<file path="src/sv/md5_pkg.sv">
// md5 package: item types, initial chaining values and round tables
// no dependencies
package md5_pkg;

  typedef struct packed {
    logic [7:0] data_byte;
    logic       byte_valid;
    logic       end_of_message;
  } in_item_t;

  typedef struct packed {
    logic [31:0] digest_word;
    logic [1:0]  word_index;
    logic        last_word;
  } out_item_t;

  localparam logic [31:0] INIT_A = 32'h67452301;
  localparam logic [31:0] INIT_B = 32'hefcdab89;
  localparam logic [31:0] INIT_C = 32'h98badcfe;
  localparam logic [31:0] INIT_D = 32'h10325476;
  localparam logic [7:0]  PAD_BYTE = 8'h80;
  localparam logic [5:0]  LEN_POS = 6'd56;
  localparam logic [3:0]  LEN_LO_WORD = 4'd14;
  localparam logic [3:0]  LEN_HI_WORD = 4'd15;
  localparam logic [5:0]  LAST_ROUND = 6'd63;

  function automatic logic [31:0] rnd_const(input logic [5:0] i);
    logic [31:0] k;
    case (i)
      6'd0: k = 32'hd76aa478;  6'd1: k = 32'he8c7b756;
      6'd2: k = 32'h242070db;  6'd3: k = 32'hc1bdceee;
      6'd4: k = 32'hf57c0faf;  6'd5: k = 32'h4787c62a;
      6'd6: k = 32'ha8304613;  6'd7: k = 32'hfd469501;
      6'd8: k = 32'h698098d8;  6'd9: k = 32'h8b44f7af;
      6'd10: k = 32'hffff5bb1; 6'd11: k = 32'h895cd7be;
      6'd12: k = 32'h6b901122; 6'd13: k = 32'hfd987193;
      6'd14: k = 32'ha679438e; 6'd15: k = 32'h49b40821;
      6'd16: k = 32'hf61e2562; 6'd17: k = 32'hc040b340;
      6'd18: k = 32'h265e5a51; 6'd19: k = 32'he9b6c7aa;
      6'd20: k = 32'hd62f105d; 6'd21: k = 32'h02441453;
      6'd22: k = 32'hd8a1e681; 6'd23: k = 32'he7d3fbc8;
      6'd24: k = 32'h21e1cde6; 6'd25: k = 32'hc33707d6;
      6'd26: k = 32'hf4d50d87; 6'd27: k = 32'h455a14ed;
      6'd28: k = 32'ha9e3e905; 6'd29: k = 32'hfcefa3f8;
      6'd30: k = 32'h676f02d9; 6'd31: k = 32'h8d2a4c8a;
      6'd32: k = 32'hfffa3942; 6'd33: k = 32'h8771f681;
      6'd34: k = 32'h6d9d6122; 6'd35: k = 32'hfde5380c;
      6'd36: k = 32'ha4beea44; 6'd37: k = 32'h4bdecfa9;
      6'd38: k = 32'hf6bb4b60; 6'd39: k = 32'hbebfbc70;
      6'd40: k = 32'h289b7ec6; 6'd41: k = 32'heaa127fa;
      6'd42: k = 32'hd4ef3085; 6'd43: k = 32'h04881d05;
      6'd44: k = 32'hd9d4d039; 6'd45: k = 32'he6db99e5;
      6'd46: k = 32'h1fa27cf8; 6'd47: k = 32'hc4ac5665;
      6'd48: k = 32'hf4292244; 6'd49: k = 32'h432aff97;
      6'd50: k = 32'hab9423a7; 6'd51: k = 32'hfc93a039;
      6'd52: k = 32'h655b59c3; 6'd53: k = 32'h8f0ccc92;
      6'd54: k = 32'hffeff47d; 6'd55: k = 32'h85845dd1;
      6'd56: k = 32'h6fa87e4f; 6'd57: k = 32'hfe2ce6e0;
      6'd58: k = 32'ha3014314; 6'd59: k = 32'h4e0811a1;
      6'd60: k = 32'hf7537e82; 6'd61: k = 32'hbd3af235;
      6'd62: k = 32'h2ad7d2bb; 6'd63: k = 32'heb86d391;
      default: k = 32'h0;
    endcase
    return k;
  endfunction

  function automatic logic [4:0] rot_amt(input logic [5:0] i);
    logic [4:0] s;
    case ({i[5:4], i[1:0]})
      4'd0: s = 5'd7;   4'd1: s = 5'd12;  4'd2: s = 5'd17;  4'd3: s = 5'd22;
      4'd4: s = 5'd5;   4'd5: s = 5'd9;   4'd6: s = 5'd14;  4'd7: s = 5'd20;
      4'd8: s = 5'd4;   4'd9: s = 5'd11;  4'd10: s = 5'd16; 4'd11: s = 5'd23;
      4'd12: s = 5'd6;  4'd13: s = 5'd10; 4'd14: s = 5'd15; 4'd15: s = 5'd21;
      default: s = 5'd0;
    endcase
    return s;
  endfunction

  // message word used by round i
  function automatic logic [3:0] msg_idx(input logic [5:0] i);
    logic [3:0] g;
    case (i[5:4])
      2'd0: g = i[3:0];
      2'd1: g = 4'(i[3:0] * 4'd5 + 4'd1);
      2'd2: g = 4'(i[3:0] * 4'd3 + 4'd5);
      default: g = 4'(i[3:0] * 4'd7);
    endcase
    return g;
  endfunction

endpackage

</file>
<file path="src/sv/md5_hash_engine.sv">
// md5 engine top level: byte packing, block memory, round sequencer, digest output
// depends on md5_pkg
// throughput: one byte item per cycle while idle; no input is taken while a block's rounds run
// rounds run one per cycle from the block memory, whose registered read is set to the next round's word
// digest words come out one per accepted result item, four per message
// reset (rst_n low, synchronous) loads the initial chaining values and empties the block
module md5_hash_engine import md5_pkg::*; (
  input  logic      clk,
  input  logic      rst_n,
  input  logic      in_valid,
  output logic      in_ready,
  input  in_item_t  in_data,
  output logic      out_valid,
  input  logic      out_ready,
  output out_item_t out_data
);

  typedef enum logic [2:0] {S_IDLE, S_PAD, S_RD, S_RND, S_FIN, S_OUT} state_t;

  state_t      state_r;
  logic [31:0] chain_r [4];
  logic [31:0] a_r, b_r, c_r, d_r;
  logic [63:0] count_r;
  logic [31:0] acc_r;
  logic [15:0] word_vld_r;
  logic [5:0]  rnd_r;
  logic        eom_r, pad_done_r, len_r;
  logic [1:0]  out_idx_r;

  logic [31:0] blk_mem [16];
  logic [31:0] rd_data_r;
  logic        rd_vld_r;
  logic [3:0]  rd_addr_r;

  logic        mem_we;
  logic [3:0]  mem_waddr, mem_raddr;
  logic [31:0] mem_wdata;

  logic [5:0]  pos;
  logic [4:0]  bsh;
  logic [31:0] byte_word, pad_word;
  logic [63:0] bits;
  logic [31:0] m, f, sum, b_nxt;

  assign pos = count_r[5:0];
  assign bsh = {pos[1:0], 3'b000};
  assign byte_word = ((pos[1:0] == 2'd0) ? 32'h0 : acc_r) | ({24'h0, in_data.data_byte} << bsh);
  assign pad_word  = ((pos[1:0] == 2'd0) ? 32'h0 : acc_r) | ({24'h0, PAD_BYTE} << bsh);
  assign bits = {count_r[60:0], 3'b000};

  assign in_ready  = (state_r == S_IDLE);
  assign out_valid = (state_r == S_OUT);
  assign out_data.digest_word = chain_r[out_idx_r];
  assign out_data.word_index  = out_idx_r;
  assign out_data.last_word   = (out_idx_r == 2'd3);

  // writes only while idle or padding; the registered read runs every cycle at the next round's word
  always_comb begin
    mem_we    = 1'b0;
    mem_waddr = pos[5:2];
    mem_wdata = byte_word;
    mem_raddr = msg_idx(6'(rnd_r + 6'd1));
    case (state_r)
      S_IDLE: mem_we = in_valid && in_data.byte_valid;
      S_PAD: begin
        mem_we    = 1'b1;
        mem_wdata = pad_word;
      end
      S_RD: mem_raddr = msg_idx(6'd0);
      default: ;
    endcase
  end

  always_ff @(posedge clk) begin
    if (mem_we) begin
      blk_mem[mem_waddr] <= mem_wdata;
    end
    rd_data_r <= blk_mem[mem_raddr];
    rd_vld_r  <= word_vld_r[mem_raddr];
    rd_addr_r <= mem_raddr;
  end

  // round datapath, unwritten words read as zero, length sits in the last two words
  always_comb begin
    m = rd_vld_r ? rd_data_r : 32'h0;
    if (len_r && rd_addr_r == LEN_LO_WORD) begin
      m = bits[31:0];
    end else if (len_r && rd_addr_r == LEN_HI_WORD) begin
      m = bits[63:32];
    end
    case (rnd_r[5:4])
      2'd0: f = (b_r & c_r) | (~b_r & d_r);
      2'd1: f = (d_r & b_r) | (~d_r & c_r);
      2'd2: f = b_r ^ c_r ^ d_r;
      default: f = c_r ^ (b_r | ~d_r);
    endcase
    sum   = a_r + f + rnd_const(rnd_r) + m;
    b_nxt = b_r + 32'(({sum, sum} << rot_amt(rnd_r)) >> 32);
  end

  always_ff @(posedge clk) begin
    if (!rst_n) begin
      state_r    <= S_IDLE;
      chain_r[0] <= INIT_A;
      chain_r[1] <= INIT_B;
      chain_r[2] <= INIT_C;
      chain_r[3] <= INIT_D;
      count_r    <= 64'h0;
      word_vld_r <= 16'h0;
      rnd_r      <= 6'd0;
      eom_r      <= 1'b0;
      pad_done_r <= 1'b0;
      len_r      <= 1'b0;
      out_idx_r  <= 2'd0;
    end else begin
      case (state_r)
        S_IDLE: begin
          if (in_valid) begin
            eom_r      <= in_data.end_of_message;
            pad_done_r <= 1'b0;
            len_r      <= 1'b0;
            if (in_data.byte_valid) begin
              acc_r              <= byte_word;
              word_vld_r[pos[5:2]] <= 1'b1;
              count_r            <= count_r + 64'd1;
            end
            if (in_data.byte_valid && pos == LAST_ROUND) begin
              state_r <= S_RD;
            end else if (in_data.end_of_message) begin
              state_r <= S_PAD;
            end
          end
        end
        S_PAD: begin
          word_vld_r[pos[5:2]] <= 1'b1;
          pad_done_r <= 1'b1;
          len_r      <= (pos < LEN_POS);
          state_r    <= S_RD;
        end
        S_RD: begin
          a_r     <= chain_r[0];
          b_r     <= chain_r[1];
          c_r     <= chain_r[2];
          d_r     <= chain_r[3];
          rnd_r   <= 6'd0;
          state_r <= S_RND;
        end
        S_RND: begin
          a_r   <= d_r;
          d_r   <= c_r;
          c_r   <= b_r;
          b_r   <= b_nxt;
          rnd_r <= 6'(rnd_r + 6'd1);
          if (rnd_r == LAST_ROUND) begin
            state_r <= S_FIN;
          end
        end
        S_FIN: begin
          chain_r[0] <= chain_r[0] + a_r;
          chain_r[1] <= chain_r[1] + b_r;
          chain_r[2] <= chain_r[2] + c_r;
          chain_r[3] <= chain_r[3] + d_r;
          word_vld_r <= 16'h0;
          if (len_r) begin
            out_idx_r <= 2'd0;
            state_r   <= S_OUT;
          end else if (eom_r && pad_done_r) begin
            len_r   <= 1'b1;
            state_r <= S_RD;
          end else if (eom_r) begin
            state_r <= S_PAD;
          end else begin
            state_r <= S_IDLE;
          end
        end
        S_OUT: begin
          if (out_ready) begin
            out_idx_r <= 2'(out_idx_r + 2'd1);
            if (out_idx_r == 2'd3) begin
              chain_r[0] <= INIT_A;
              chain_r[1] <= INIT_B;
              chain_r[2] <= INIT_C;
              chain_r[3] <= INIT_D;
              count_r    <= 64'h0;
              eom_r      <= 1'b0;
              len_r      <= 1'b0;
              state_r    <= S_IDLE;
            end
          end
        end
        default: state_r <= S_IDLE;
      endcase
    end
  end

`ifndef NO_ASSERTIONS
  a_no_overlap: assert property (@(posedge clk) disable iff (!rst_n)
    !(in_ready && out_valid)) else $error("input taken while digest pending");
  a_rounds_end: assert property (@(posedge clk) disable iff (!rst_n)
    (state_r == S_RND && rnd_r == LAST_ROUND) |=> (state_r == S_FIN))
    else $error("round counter overran");
  a_idx_step: assert property (@(posedge clk) disable iff (!rst_n)
    (out_valid && out_ready && !out_data.last_word) |=>
      (out_valid && out_data.word_index == 2'($past(out_data.word_index) + 2'd1)))
    else $error("digest word order broken");
  a_back_idle: assert property (@(posedge clk) disable iff (!rst_n)
    (out_valid && out_ready && out_data.last_word) |=> (in_ready && count_r == 64'h0))
    else $error("engine not reset after digest");
`endif

endmodule
</file>
<file path="config.mk">
export PLATFORM = sky130hd
export DESIGN_NAME = md5_hash_engine
export DESIGN_NICKNAME = d
export VERILOG_FILES = /design/src/sv/md5_pkg.sv /design/src/sv/md5_hash_engine.sv
export SDC_FILE = /design/constraint.sdc
export NUM_CORES = 2
export LEC_CHECK = 0
export BUFFER_PORTS_ARGS = -buffer_cell sky130_fd_sc_hd__buf_2
export CORE_ASPECT_RATIO = 1.25
export CORE_MARGIN = 1
export CORE_UTILIZATION = 32
export CTS_BUF_LIST = sky130_fd_sc_hd__clkbuf_4 sky130_fd_sc_hd__clkbuf_8
export DETAILED_ROUTE_END_ITERATION = 6
export PLACE_DENSITY = 0.46
export SLEW_MARGIN = 20
export SYNTH_ARGS = -nofsm -noshare
export SYNTH_HDL_FRONTEND = slang
export SYNTH_SLANG_ARGS = --single-unit
export TNS_END_PERCENT = 10
</file>
<file path="constraint.sdc">
create_clock -name clk -period 17.1 [get_ports clk]
set_input_delay 0.855 -clock clk [delete_from_list [all_inputs] [get_ports clk]]
set_output_delay 0.855 -clock clk [all_outputs]
set_load 0.02 [all_outputs]
</file>
==> out/metrics.cfg <==
[place]
dp_hpwl_um=135000
place_ws_ns=7.35
dpl_cell_area_sq_mm=0.0599
port_buffers=50
place.gp.congestion=0.906
dp.cells=8237

[power_and_ir_drop]
peakVddDrop_uv=94.4
p_per_area_mw_per_mm2=170
p_leak_nw=24.5

[critical_path]
worstPathMaxFanout=74
cp.arrival_ns=10.53
r2r_setup_slack_ns=7.23
start_kind=register
critical_path_class=reg -> reg
cpPeakStageDelay_ns=0.68
end_kind=register
cp.required_ns=17.75
slowest_stage=buf_4

[die]
coreArea_sq_mm=0.177
row_count=173
start_util_pct=32.2
die_h_um=475
io_pins=51
die_x_um=380
die-area_sq_mm=0.180

[yosys]
synth_top_area_cell=edfxtp_1
ys_seq_area_share_pct=46.8
syn_nets=6389
synth-main-ff-cell=edfxtp_1
synth_enable_flop_cells=736
synth_seq_cells=967
ys_top_cells_by_area=edfxtp_1, nand2_1, dfxtp_1, ha_1, a21oi_1
avgSynthCellArea_sq_um=9.38
synth_top_cell_area_share_pct=38.7
yosysMostFrequentCell=nand2_1
post_synth_most_frequent_cells=nand2_1, edfxtp_1, a21oi_1
synth.cell_area_sq_mm=0.0572
synth-warning-count=0
netlist_instances=6094
async_reset_ff_share_pct=0
synth_cell_types=97

[grt]
antenna_found_initial=10
grt_pass1_vias=44900
grt_max_degree=141
grt_pass1_wl_um=302000
overflow=0
grt.total_usage_pct=22.3

[sta]
worstMarginPinSlew_ns=1.07
layout_setup_ws_ns=7.23
hold_violations=0
fin_skew_ns=0.0522
slew_violations=0
timing.slew.headroom_pct=27.9
min_period_over_period_pct=57.7
fmax_mhz=101
rsz0062_at_grt=no
tns_ns=0
period_minus_slack_ns=9.87
setup_viol_count_final=0

[clock_tree]
clkTransAtPathRegs_ns=0.06
holdBufCountCts=0
numCtsBuffers=176
cts_tree=built
cts.sinks=967
htreeDepth=4
cts_resized=0
clk_latency_ns=0.94
cts_root_buf=clkbuf_8
post_cts.repair.setup_buffers=0
clk_path_buf_depth=3

[run_status]
status=finished, final reports clean

[route]
firstDrtPassIters=6
ant_nets=0
routed-wl-met2_um=101000
post_drt_wl_per_cell_um=23.9
wl_um=205000
first_iter_violations=3838
top_layer=met5
post_drt_via_cell_ratio=5.45
drc=0
vias=46800
wl_met3_um=9720
wl_met1_um=86900

[finish]
num-fill-cells=18300
nNetsFinal=6348
drive_gt1_share_pct=9.64
area_growth_pct=11.4
fin_area_sq_mm=0.0637
fin_cells=8572

[run]
max_cap_violations=0

[hold_path]
hold_class=in -> reg

[final cells by class]
| cell class | instances | area [sq um] | area share [%] |
|---|---|---|---|
| antenna | 4 | 10.0 | 0.0157 |
| tap | 2362 | 2960 | 4.64 |
| clock buffer | 283 | 3380 | 5.31 |
| timing repair buffer | 144 | 981 | 1.54 |
| inverter | 236 | 896 | 1.41 |
| multi-input combinational | 4528 | 28300 | 44.5 |
| clock inverter | 48 | 374 | 0.588 |
| sequential | 967 | 26700 | 42.0 |
[critical path: cells and delay by family, from the launching register on]
family                     cells  cell delay (ns)
muxes                          4             0.89
and+or+nand+nor                7             1.76
xor gates and xnor gates       3             0.55
adders and majority gates      5             2.21
buffers and inverters          3             0.78
DFF                            1             0.67
AOI/OAI and AO/OA             12             2.62
[kinds of logic after synthesis]
kind of cell	after synthesis	synth area share (%)
muxes	148	3.75
and+or+nand+nor	2414	18.6
xor gates and xnor gates	247	3.78
AOI/OAI and AO/OA	1437	16.0
buffers and inverters	599	4.03
adders and majority gates	282	7.05
DFF	967	46.8
[final timing paths]
kind                                     from                           to  cells after the start
setup / recovery        rnd_r[4]$_SDFFE_PN0N_            b_r[28]$_DFFE_PP_                     34
hold / removal                       in_valid      pad_done_r$_SDFFE_PN0P_                      4
setup reg to reg        rnd_r[4]$_SDFFE_PN0N_            b_r[28]$_DFFE_PP_                     34
hold reg to reg   word_vld_r[10]$_SDFFE_PN0P_  word_vld_r[10]$_SDFFE_PN0P_                      2
[where the power goes]
group | internal (mW) | switching (mW) | total (mW)
clock network | 1.30 | 1.05 | 2.35
logic | 1.92 | 3.30 | 5.22
registers | 2.99 | 0.236 | 3.23
[routing by layer]
metal  vias to the layer above  global-route usage (%)
met3                       346                    3.07
met1                     23100                    28.2
met4                         6                    8.35
met5                         -                       0
li1                      22000                       -
met2                      1353                    38.5
[registers in the layout (all words and copies together) (netlist names), 2 cells and up, named ones only]
signal	count
a_r	32
acc_r	32
b_r	32
blk_mem	512
c_r	32
chain_r	128
count_r	61
d_r	32
out_idx_r	2
rd_addr_r	4
rd_data_r	32
rnd_r	6
state_r	3
word_vld_r	16
[placed cells by master, fill, tap and decap left out, types with 15 or more instances in the layout]
master	synthesis	layout
nor2b_1	55	55
xor2_1	146	146
inv_1	229	224
buf_4	1	92
a21o_1	110	110
o21ai_1	22	21
nor4_1	15	15
a31oi_1	118	118
nand2_1	1309	1306
edfxtp_1	736	736
or3_1	31	30
o211ai_1	43	43
nor3b_1	43	43
mux2_2	19	19
o21ai_0	314	313
dfxtp_1	231	226
a311oi_1	113	113
nand3_1	253	252
o21bai_1	18	18
a21oi_1	420	419
nand4_1	27	27
ha_1	214	214
and2_1	25	24
mux2i_1	78	78
and3_1	102	101
o21a_1	58	58
clkbuf_8	0	201
fa_1	67	67
clkinv_1	4	28
xnor2_1	101	101
nand2b_1	35	35
mux4_2	51	51
nor3_1	141	135
clkbuf_4	0	82
o22ai_1	20	20
a211oi_1	36	36
buf_2	37	50
nor2_1	332	318
[through the flow]
stage	total power, mW	hold slack (ns)	utilization (%)
floorplan	6.85	0.437	-
global placement	8.45	0.447	33.7
detailed placement	8.47	0.455	33.7
CTS	10.9	0.185	35.9
global route	11.5	0.250	35.9
finish	10.8	0.312	35.9
Note: power is estimated with default switching activity, not from simulation.
